**src/design/pmsp_pkg.sv**
```systemverilog
// Package with the types, codes and constants of the permission mode string parser.
`default_nettype none

package pmsp_pkg;

  // One input word: a character of the mode string or the end mark.
  typedef struct packed {
    logic [7:0]  char_code;
    logic        end_mark;
    logic [11:0] base_mode;
  } pmsp_in_t;

  // One result word.
  typedef struct packed {
    logic [11:0] result_mode;
    logic [2:0]  error_code;
  } pmsp_out_t;

  typedef enum logic [2:0] {
    PH_START       = 3'd0,
    PH_OCTAL       = 3'd1,
    PH_WHO         = 3'd2,
    PH_AFTER_COMMA = 3'd3,
    PH_PERM        = 3'd4,
    PH_ERROR       = 3'd5
  } pmsp_phase_t;

  // Parser state carried from one character to the next.
  typedef struct packed {
    pmsp_phase_t phase;
    logic [11:0] working_mode;
    logic [2:0]  who_classes;
    logic [1:0]  pending_op;
    logic [2:0]  perm_bits;
    logic        perm_seen;
    logic        octal_overflow;
    logic [2:0]  held_error;
  } pmsp_state_t;

  localparam pmsp_state_t STATE_CLEAR = '{
    phase:          PH_START,
    working_mode:   12'd0,
    who_classes:    3'd0,
    pending_op:     2'd0,
    perm_bits:      3'd0,
    perm_seen:      1'b0,
    octal_overflow: 1'b0,
    held_error:     3'd0
  };

  localparam logic [2:0] ERR_NONE       = 3'd0;
  localparam logic [2:0] ERR_BAD_OCTAL  = 3'd1;
  localparam logic [2:0] ERR_BAD_OP     = 3'd2;
  localparam logic [2:0] ERR_NO_PERMS   = 3'd3;
  localparam logic [2:0] ERR_TRAIL_COMMA = 3'd4;
  localparam logic [2:0] ERR_UNEXPECTED = 3'd5;

  localparam logic [1:0] OP_NONE = 2'd0;
  localparam logic [1:0] OP_ADD  = 2'd1;
  localparam logic [1:0] OP_SUB  = 2'd2;
  localparam logic [1:0] OP_SET  = 2'd3;

  localparam logic [2:0] WHO_U   = 3'b100;
  localparam logic [2:0] WHO_G   = 3'b010;
  localparam logic [2:0] WHO_O   = 3'b001;
  localparam logic [2:0] WHO_ALL = 3'b111;

  localparam logic [2:0] PERM_R = 3'b100;
  localparam logic [2:0] PERM_W = 3'b010;
  localparam logic [2:0] PERM_X = 3'b001;

  localparam logic [7:0] CH_ZERO  = 8'h30;
  localparam logic [7:0] CH_NINE  = 8'h39;
  localparam logic [7:0] CH_EIGHT = 8'h38;
  localparam logic [7:0] CH_U     = 8'h75;
  localparam logic [7:0] CH_G     = 8'h67;
  localparam logic [7:0] CH_O     = 8'h6F;
  localparam logic [7:0] CH_A     = 8'h61;
  localparam logic [7:0] CH_PLUS  = 8'h2B;
  localparam logic [7:0] CH_MINUS = 8'h2D;
  localparam logic [7:0] CH_EQUAL = 8'h3D;
  localparam logic [7:0] CH_R     = 8'h72;
  localparam logic [7:0] CH_W     = 8'h77;
  localparam logic [7:0] CH_X     = 8'h78;
  localparam logic [7:0] CH_COMMA = 8'h2C;

endpackage

`default_nettype wire

```
**src/design/pmsp_step.sv**
```systemverilog
// Per-character update of the parser state and the result of an end word.
`default_nettype none

module pmsp_step (
  input  pmsp_pkg::pmsp_in_t    in_word,
  input  pmsp_pkg::pmsp_state_t st,
  output pmsp_pkg::pmsp_state_t st_nxt,
  output pmsp_pkg::pmsp_out_t   res
);

  // Who letters and operators at the start of or inside the who list.
  function automatic pmsp_pkg::pmsp_state_t who_char(pmsp_pkg::pmsp_state_t s,
                                                     logic [7:0] c);
    pmsp_pkg::pmsp_state_t t;
    t = s;
    t.phase = pmsp_pkg::PH_WHO;
    unique case (c) inside
      pmsp_pkg::CH_U: t.who_classes = s.who_classes | pmsp_pkg::WHO_U;
      pmsp_pkg::CH_G: t.who_classes = s.who_classes | pmsp_pkg::WHO_G;
      pmsp_pkg::CH_O: t.who_classes = s.who_classes | pmsp_pkg::WHO_O;
      pmsp_pkg::CH_A: t.who_classes = pmsp_pkg::WHO_ALL;
      pmsp_pkg::CH_PLUS, pmsp_pkg::CH_MINUS, pmsp_pkg::CH_EQUAL: begin
        if (s.who_classes == 3'd0) begin
          t.who_classes = pmsp_pkg::WHO_ALL;
        end
        if (c == pmsp_pkg::CH_PLUS) begin
          t.pending_op = pmsp_pkg::OP_ADD;
        end else if (c == pmsp_pkg::CH_MINUS) begin
          t.pending_op = pmsp_pkg::OP_SUB;
        end else begin
          t.pending_op = pmsp_pkg::OP_SET;
        end
        t.phase = pmsp_pkg::PH_PERM;
      end
      default: begin
        t.held_error = pmsp_pkg::ERR_BAD_OP;
        t.phase      = pmsp_pkg::PH_ERROR;
      end
    endcase
    return t;
  endfunction

  logic [7:0]  c;
  logic        is_end;
  logic        is_digit;
  logic        is_big_digit;
  logic [2:0]  digit_val;
  logic [11:0] octal_next;
  logic [11:0] applied_mode;
  logic [2:0]  perm_char;
  logic        emit;
  logic [11:0] emit_mode;
  logic [2:0]  emit_err;

  assign c            = in_word.char_code;
  assign is_end       = in_word.end_mark;
  assign is_digit     = (c >= pmsp_pkg::CH_ZERO) && (c <= pmsp_pkg::CH_NINE);
  assign is_big_digit = (c >= pmsp_pkg::CH_EIGHT) && (c <= pmsp_pkg::CH_NINE);
  assign digit_val    = c[2:0];
  assign octal_next   = {st.working_mode[8:0], digit_val};

  always_comb begin
    unique case (c)
      pmsp_pkg::CH_R: perm_char = pmsp_pkg::PERM_R;
      pmsp_pkg::CH_W: perm_char = pmsp_pkg::PERM_W;
      pmsp_pkg::CH_X: perm_char = pmsp_pkg::PERM_X;
      default:        perm_char = 3'd0;
    endcase
  end

  // Apply the pending clause to each class that it names.
  always_comb begin
    applied_mode = st.working_mode;
    for (int i = 0; i < 3; i++) begin
      if (st.who_classes[i]) begin
        case (st.pending_op)
          pmsp_pkg::OP_ADD: applied_mode[3*i +: 3] = applied_mode[3*i +: 3] | st.perm_bits;
          pmsp_pkg::OP_SUB: applied_mode[3*i +: 3] = applied_mode[3*i +: 3] & ~st.perm_bits;
          pmsp_pkg::OP_SET: applied_mode[3*i +: 3] = st.perm_bits;
          default:          applied_mode[3*i +: 3] = applied_mode[3*i +: 3];
        endcase
      end
    end
  end

  always_comb begin
    st_nxt    = st;
    emit      = 1'b0;
    emit_mode = 12'd0;
    emit_err  = pmsp_pkg::ERR_NONE;
    unique case (st.phase) inside
      pmsp_pkg::PH_START: begin
        if (is_end) begin
          emit = 1'b1;
        end else if (is_digit) begin
          st_nxt.phase = pmsp_pkg::PH_OCTAL;
          if (is_big_digit) begin
            st_nxt.working_mode   = 12'd0;
            st_nxt.octal_overflow = 1'b1;
          end else begin
            st_nxt.working_mode = {9'd0, digit_val};
          end
        end else begin
          st_nxt = who_char('{
            phase:          pmsp_pkg::PH_START,
            working_mode:   in_word.base_mode,
            who_classes:    3'd0,
            pending_op:     pmsp_pkg::OP_NONE,
            perm_bits:      3'd0,
            perm_seen:      1'b0,
            octal_overflow: st.octal_overflow,
            held_error:     st.held_error
          }, c);
        end
      end
      pmsp_pkg::PH_OCTAL: begin
        if (is_end) begin
          emit      = 1'b1;
          emit_mode = st.working_mode;
          emit_err  = st.octal_overflow ? pmsp_pkg::ERR_BAD_OCTAL : pmsp_pkg::ERR_NONE;
        end else if (!is_digit) begin
          st_nxt.held_error = pmsp_pkg::ERR_BAD_OP;
          st_nxt.phase      = pmsp_pkg::PH_ERROR;
        end else if (!st.octal_overflow) begin
          // Shifting out a nonzero top digit means the value passed the limit.
          if (is_big_digit || (st.working_mode[11:9] != 3'd0)) begin
            st_nxt.octal_overflow = 1'b1;
          end else begin
            st_nxt.working_mode = octal_next;
          end
        end
      end
      pmsp_pkg::PH_WHO, pmsp_pkg::PH_AFTER_COMMA: begin
        if (is_end) begin
          emit     = 1'b1;
          emit_err = (st.phase == pmsp_pkg::PH_AFTER_COMMA) ?
                     pmsp_pkg::ERR_TRAIL_COMMA : pmsp_pkg::ERR_BAD_OP;
        end else begin
          st_nxt = who_char(st, c);
        end
      end
      pmsp_pkg::PH_PERM: begin
        if (!is_end && (perm_char != 3'd0)) begin
          st_nxt.perm_bits = st.perm_bits | perm_char;
          st_nxt.perm_seen = 1'b1;
        end else if ((st.pending_op != pmsp_pkg::OP_SET) && !st.perm_seen) begin
          if (is_end) begin
            emit     = 1'b1;
            emit_err = pmsp_pkg::ERR_NO_PERMS;
          end else begin
            st_nxt.held_error = pmsp_pkg::ERR_NO_PERMS;
            st_nxt.phase      = pmsp_pkg::PH_ERROR;
          end
        end else begin
          st_nxt.working_mode = applied_mode;
          if (is_end) begin
            emit      = 1'b1;
            emit_mode = applied_mode;
          end else if (c == pmsp_pkg::CH_COMMA) begin
            st_nxt.who_classes = 3'd0;
            st_nxt.pending_op  = pmsp_pkg::OP_NONE;
            st_nxt.perm_bits   = 3'd0;
            st_nxt.perm_seen   = 1'b0;
            st_nxt.phase       = pmsp_pkg::PH_AFTER_COMMA;
          end else begin
            st_nxt.held_error = pmsp_pkg::ERR_UNEXPECTED;
            st_nxt.phase      = pmsp_pkg::PH_ERROR;
          end
        end
      end
      default: begin
        // Error phase: swallow characters until the end word.
        if (is_end) begin
          emit     = 1'b1;
          emit_err = st.held_error;
        end
      end
    endcase
    if (emit) begin
      st_nxt = pmsp_pkg::STATE_CLEAR;
    end
  end

  assign res.result_mode = (emit_err == pmsp_pkg::ERR_NONE) ? emit_mode : 12'd0;
  assign res.error_code  = emit_err;

endmodule

`default_nettype wire

```
**src/design/permission_mode_string_parser_unit.sv**
```systemverilog
// Top level of the permission mode string parser: input register, parser state, result register.
`default_nettype none

// Channel   Direction  Word type   Handshake
// in_       input      pmsp_in_t   in_valid / in_stall
// out_      output     pmsp_out_t  out_valid / out_stall
//
// One word is taken every cycle unless an end word waits for output room; a character word
// updates the parser state in the cycle after it is taken, and an end word's result reaches
// out_valid via the input and output registers. The single parser state register sets the rate.
// Reset returns the parser to the start of a string and empties both registers.
// A stalled result holds the output register; the input register then holds only an end word.

module permission_mode_string_parser_unit (
  input  wire                 clk,
  input  wire                 rst_n,
  input  wire                 in_valid,
  output logic                in_stall,
  input  pmsp_pkg::pmsp_in_t  in_word,
  output logic                out_valid,
  input  wire                 out_stall,
  output pmsp_pkg::pmsp_out_t out_word
);

  logic                  in_valid_r;
  logic                  in_valid_nxt;
  pmsp_pkg::pmsp_in_t    in_word_r;
  pmsp_pkg::pmsp_state_t st_r;
  pmsp_pkg::pmsp_state_t st_nxt;
  pmsp_pkg::pmsp_out_t   res;
  logic                  out_valid_r;
  logic                  out_valid_nxt;
  pmsp_pkg::pmsp_out_t   out_word_r;
  logic                  out_free;
  logic                  advance;
  logic                  in_take;

  pmsp_step u_step (
    .in_word (in_word_r),
    .st      (st_r),
    .st_nxt  (st_nxt),
    .res     (res)
  );

  assign out_free = !out_valid_r || !out_stall;
  // A character word never waits; an end word needs room in the output register.
  assign advance  = in_valid_r && (!in_word_r.end_mark || out_free);
  assign in_stall = in_valid_r && !advance;
  assign in_take  = in_valid && !in_stall;

  assign in_valid_nxt  = in_take || (in_valid_r && !advance);
  assign out_valid_nxt = (out_valid_r && out_stall) || (advance && in_word_r.end_mark);

  always_ff @(posedge clk) begin
    if (!rst_n) begin
      in_valid_r  <= 1'b0;
      out_valid_r <= 1'b0;
      st_r        <= pmsp_pkg::STATE_CLEAR;
    end else begin
      in_valid_r  <= in_valid_nxt;
      out_valid_r <= out_valid_nxt;
      if (advance) begin
        st_r <= st_nxt;
      end
    end
  end

  always_ff @(posedge clk) begin
    if (in_take) begin
      in_word_r <= in_word;
    end
    if (advance && in_word_r.end_mark) begin
      out_word_r <= res;
    end
  end

  assign out_valid = out_valid_r;
  assign out_word  = out_word_r;

endmodule

`default_nettype wire

```
**config.mk**
```make
export PLATFORM = sky130hd
export DESIGN_NAME = permission_mode_string_parser_unit
export DESIGN_NICKNAME = d
export VERILOG_FILES = /design/src/design/pmsp_pkg.sv /design/src/design/pmsp_step.sv /design/src/design/permission_mode_string_parser_unit.sv
export SDC_FILE = /design/constraint.sdc
export NUM_CORES = 1
export LEC_CHECK = 0
export ABC_AREA = 0
export BUFFER_PORTS_ARGS = -buffer_cell sky130_fd_sc_hd__buf_2
export CORE_MARGIN = 2
export CORE_UTILIZATION = 53
export DETAILED_ROUTE_END_ITERATION = 10
export HOLD_SLACK_MARGIN = 0.1
export PLACE_DENSITY = 0.76
export SLEW_MARGIN = 0
export SYNTH_ARGS = -nofsm -noshare
export SYNTH_HDL_FRONTEND = slang
export SYNTH_SLANG_ARGS = --single-unit
```
**constraint.sdc**
```tcl
create_clock -name clk -period 2.25 [get_ports clk]
set_input_delay 0.675 -clock clk [delete_from_list [all_inputs] [get_ports clk]]
set_output_delay 0.675 -clock clk [all_outputs]
set_load 0.01 [all_outputs]
```
# After elaboration in Yosys (flattened, before gate mapping)
# Index checks and enable logic that the tools add are counted.
# word_totals
register_bits,66
latch_bits,0
mem_bits_rw,0
rom_bits,0
inputBits,25
out_inout_bits,17
wordCells,191
mem_count,0
# op_classes
n_addsub,0
multipliers,0
n_div,0
order_cmp,3
eq_ne,47
shifts,0
muxes,70
n_bitwise,8
reduce_logical,45
# op_table
operator,n
2-to-1 mux 12 bit,7
2-to-1 mux 28 bit,3
2-to-1 mux 3 bit,24
one-hot mux 15 bit (4 select lines),1
"== test 8 x 7 -> 1 bit, second input constant",7
"!= test 3 x 2 -> 1 bit, second input constant",13
AND reduction 13 bit,3
one-hot mux 3 bit (3 select lines),4
one-hot mux 3 bit (4 select lines),3
"== test 8 x 6 -> 1 bit, second input constant",4
2-to-1 mux 15 bit,2
AND reduction 10 bit,3
2-to-1 mux 9 bit,3
one-hot mux 9 bit (3 select lines),1
one-hot mux 12 bit (2 select lines),1
AND reduction 8 bit,3
2-to-1 mux 20 bit,1
2-to-1 mux 18 bit,1
"greater-or-equal comparator 8 x 6 -> 1 bit, second input constant",2
"!= test 4 x 3 -> 1 bit, second input constant",4
"!= test 5 x 2 -> 1 bit, second input constant",3
one-hot mux 3 bit (5 select lines),1
bitwise OR 3 bit,4
nonzero test 3 bit,4
other kinds (29),71

# Logic depth before layout (Yosys ltp)
# depth
ltp_word,9
mapped_depth,10
ltp_nobuf,6

# By module
# A second synthesis with hierarchy kept.
# hier_totals
hier_cells,465
area_unflattened_um2,4167.7
# modules_own_cells
mod,n_inst,cells_per_inst,area_each_um2,seq_area_each_um2
permission_mode_string_parser_unit,1,168,2299.7,1681.6
pmsp_step,1,297,1868.0,0.0

# Worst setup path before layout
# No wires, ideal clock.
# synth_timing
kind,flip-flop to flip-flop
startpoint,register in_word_r[12] (netlist bit)
endpoint,register in_word_r[0] (netlist bit) (enable)
setup_ns,0.401
arrival_ns,1.872
required_ns,1.849
path_slack_ns,-0.023
path_stages_with_launch,6
path_buffers,2
synth_period_minus_slack_ns,2.273
path_cell_list,edfxtp_1 -> clkbuf_1 -> clkbuf_1 -> nand2_1 -> nor2_1 -> nor2b_1
# synth_via
elab_chain_cells,7
# synth_rtl
item,line,rtl
from (decl),permission_mode_string_parser_unit.sv:27,pmsp_pkg::pmsp_in_t in_word_r;
from (signal assigned),permission_mode_string_parser_unit.sv:70,in_word_r <= in_word;
logical NOT 1 bit,permission_mode_string_parser_unit.sv:47,assign advance = in_valid_r && (!in_word_r.end_mark || out_free);
logical OR 1 bit,permission_mode_string_parser_unit.sv:47,
logical AND 1 bit,permission_mode_string_parser_unit.sv:47,
logical NOT 1 bit,permission_mode_string_parser_unit.sv:48,assign in_stall = in_valid_r && !advance;
logical AND 1 bit,permission_mode_string_parser_unit.sv:48,
named net in_stall,permission_mode_string_parser_unit.sv:18,"output logic in_stall,"
logical NOT 1 bit,permission_mode_string_parser_unit.sv:49,assign in_take = in_valid && !in_stall;
logical AND 1 bit,permission_mode_string_parser_unit.sv:49,
named net in_take,permission_mode_string_parser_unit.sv:36,logic in_take;
# The timed path passes the listed nets, and every way through them passes these cells.
# A chain may end at the register's enable or synchronous reset.

# Worst setup path in the final report
# layout_timing
startpoint,register in_word_r[15] (netlist bit)
endpoint,register st_r[8] (netlist bit)
# layout_via
elab_chain_cells,8
word_cells_on_any_way,35
classes_between,order compare (2); eq/ne (15); mux (12); reduce/logical (6)
# layout_rtl
item,line,rtl
== test 8 x 7 -> 1 bit or == test 8 x 6 -> 1 bit (tied branches),n/a,
one-hot mux 3 bit (3 select lines) or 2-to-1 mux 1 bit (tied branches),"pmsp_step.sv:63, pmsp_step.sv:28",
nonzero test 3 bit or 2-to-1 mux 2 bit (tied branches),"pmsp_step.sv:143, pmsp_step.sv:26",
logical AND 1 bit or 2-to-1 mux 2 bit (tied branches),"pmsp_step.sv:143, pmsp_step.sv:17",
2-to-1 mux 1 bit or 2-to-1 mux 9 bit (tied branches),"pmsp_step.sv:143, pmsp_step.sv:95",
2-to-1 mux 1 bit or 2-to-1 mux 28 bit (tied branches),n/a,
"!= test 3 x 2 -> 1 bit (no line), or another cell as far along",n/a,
AND reduction 10 bit (no line) or 2-to-1 mux 28 bit (tied branches),n/a,
to (signal assigned),permission_mode_string_parser_unit.sv:58,st_r <= pmsp_pkg::STATE_CLEAR;
to (signal assigned),permission_mode_string_parser_unit.sv:63,st_r <= st_nxt;
to (decl),permission_mode_string_parser_unit.sv:28,pmsp_pkg::pmsp_state_t st_r;
# Parallel ways exist; a longest one is shown, timed or not. The select of a mux whose other input is x is not followed.

==> metrics <==
status=finished, final reports clean; count of different cell masters after synthesis=72; placed cell count=504; placed wire-length estimate=just under 7 mm; initial antenna violation count=0; leak pwr=~0.0017 uW; Final setup viols=0; relative slew slack=0.610; die area=about 0.0075 mm2; Mean Syn Cell Area=9.85 um2; clock latency on the worst-skew pair=0.36 ns; top-count cell post-synth=nand2_1; via count=3335; Max Slew Vio Count=0; Yosys top cell by area=edfxtp_1; Most common cell on crit path=buf_4; Mapped Area=~0.0036 mm2; IO Count=42; worst path buffer plus inverter count=2; Max Cap Viol=0; fillers=542; cts bufs inserted=9; gr usage total=0.255; wire per inst=17.8 um; vias per cell=around 6.3; ordered list of cells on the worst path=buf_4, xnor2_1, a21oi_2, o311ai_4, buf_4, or4_1, mux2i_1; fmax=~0.46 GHz; Worst-path clk slew=0.07 ns; Post-synth top cells=nand2_1 (42), edfxtp_1 (36), dfxtp_1 (30), nor2_1 (25), a21oi_1 (16); RSZ-0062 raised after global routing=yes; syn nets=a little under 400; clock skew=0.00948 ns; root buf cell=clkbuf_8; largest net degree at the start of global routing=32; grt ovf=0; PwrDens=between 600 and 700 mW/mm2; Rows=30; register area=0.00168 mm2; First-pass DRT Iterations=5; Die Ht=86.8 um; final WL=about 9.4 mm; clk sinks=66; post-synthesis sequential area ratio=0.462; Max VDD drop=0.430 mV; Worst path slowest cell=or4_1; final std cells w/o fill=527; H-tree levels=3; RR Startpoint=in_word_r[15]; core area=0.00672 mm2; post-synthesis register bit count=66; Synth Warn #=0; Yosys top cell area share=0.297; fin crit share=0.971; crit-path max FO=7; first-pass GRT wire length=between 10 and 15 mm; area grow syn2layout=21.8%; synth top area cells=edfxtp_1 (30%), dfxtp_1 (17%), nand2_1 (4.3%); critical hold path startpoint=st_r[24]; Initial Util=0.541; WS Path Type=reg2reg; startpoint types=flop; Layout Nets=467; Synth Flop Type=edfxtp_1; kind of cell adding the most delay to the critical path=simple AND/OR/NAND/NOR gates; number of flops mapped to enable cells by yosys=36; Final Cell Area=0.00443 mm2; minimum clock period=2.18 ns; Post-synth ARST share=0; Worst setup startpoint=in_word_r[15]; Antenna Nets Post-Route=0; antenna cells=0; Final Wtd Congestion=0.981; largest stage delay on the critical path=0.59 ns; WHS=0.453 ns; Final Hold Viols=0; Worst EP arrival=about 2.5 ns; CTS tree=yes; DIE WIDTH=86.8 um; Port Buf Inserts=41; Syn Inst Count=between 300 and 400; clk buf depth=2; Req. time, crit path=2.53 ns; post-placement cell area=~0.0041 mm2; hold-fix buffers at CTS=0; number of global-route vias before repair=a little over 3000; Iter 0 DRT Violations=approximately 310; fraction of layout cells with a size suffix above 1=0.295; footprint of the multi-input gates=0.00182 mm2; Hold WC Path Type=reg2reg; DRC=0; Tightest Pin Transition=0.583 ns; Critical Path Sink Type=flop
-- layout by cell type (no fill, tap or decap), types with 3 or more instances in the layout --
| cell | n |
|---|---|
| a221o_1 | 3 |
| and2_1 | 4 |
| inv_1 | 6 |
| o211ai_1 | 9 |
| nand3_1 | 9 |
| a32oi_1 | 4 |
| mux2i_1 | 7 |
| dfxtp_1 | 30 |
| a32o_1 | 15 |
| nor2b_1 | 13 |
| nand2b_1 | 3 |
| o21ai_0 | 10 |
| a31oi_1 | 6 |
| a22oi_1 | 14 |
| buf_2 | 41 |
| and3_1 | 5 |
| a21o_1 | 4 |
| edfxtp_1 | 36 |
| nor4_1 | 5 |
| nor2_1 | 25 |
| o21a_1 | 3 |
| a21oi_1 | 16 |
| a21boi_1 | 3 |
| or3_1 | 5 |
| clkbuf_8 | 9 |
| nor3_1 | 7 |
| a21oi_2 | 5 |
| nand2_1 | 42 |
| buf_4 | 46 |
| o22ai_1 | 3 |
-- where the power goes --
group	internal (uW)	total, uW	switching [uW]
sequential	1310	1340	28.2
clock	628	1110	485
combinational	151	340	188
-- stage by stage --
stage | setup TNS, ns | util | setup slack [ns] | total power, uW
after floorplan | 0 | - | 0.125 | 1570
after global placement | 0 | 0.613 | 0.0810 | 1680
after detailed placement | 0 | 0.613 | 0.0142 | 1680
after CTS | 0 | 0.645 | 0.00477 | 2780
after global routing | -0.0239 | 0.659 | -0.0124 | 2880
final | 0 | 0.659 | 0.0661 | 2800
-- sequential cells by signal, summed over array words and instances, names as in the netlist --
signal,flops
st_r,28
in_word_r,21
out_word,15
in_valid_r,1
out_valid,1
-- routing by layer --
layer,GRT usage,routed length [um],vias to the layer above
met5,0,0,-
met3,0.0524,654,25
met4,0.102,204,0
met2,0.410,4400,160
li1,-,-,1564
met1,0.336,4150,1586
-- kinds of logic after synthesis --
kind of cell | share of synthesized area
flip-flops | 0.462
multiplexers | 0.0193
AO/OA/AOI/OAI | 0.252
AND/OR/NAND/NOR | 0.216
buffers and inverters | 0.0478
XOR/XNOR | 0.00241
-- worst min-delay path, stage by stage, from the launching register on --
cell      delay, ns
dfxtp_1        0.31
nand2_1        0.05
a21boi_1       0.05
-- repair_timing --
action / 4_1_cts / 5_1_grt
hold endpoints to repair: 0 / 0
setup buffers: 0 / 7
endpoints found under the setup margin: 0 / 15
resized for setup: 0 / 9
-- worst paths after layout --
check | endpoint | slack, ns | depth (start not counted)
max | st_r[8] | 0.07 | 7
min | st_r[24] | 0.45 | 2
max reg2reg | st_r[8] | 0.07 | 7
min reg2reg | st_r[24] | 0.45 | 2
-- layout make-up --
type	count	area share
Clock buffer	10	0.0288
Clock inverter	6	0.0203
Inverter	7	0.00593
Multi-Input combinational cell	269	0.411
Sequential cell	66	0.380
Tap cell	80	0.0226
Timing Repair Buffer	89	0.131
No activity file was read; power rests on OpenSTA's default activity.
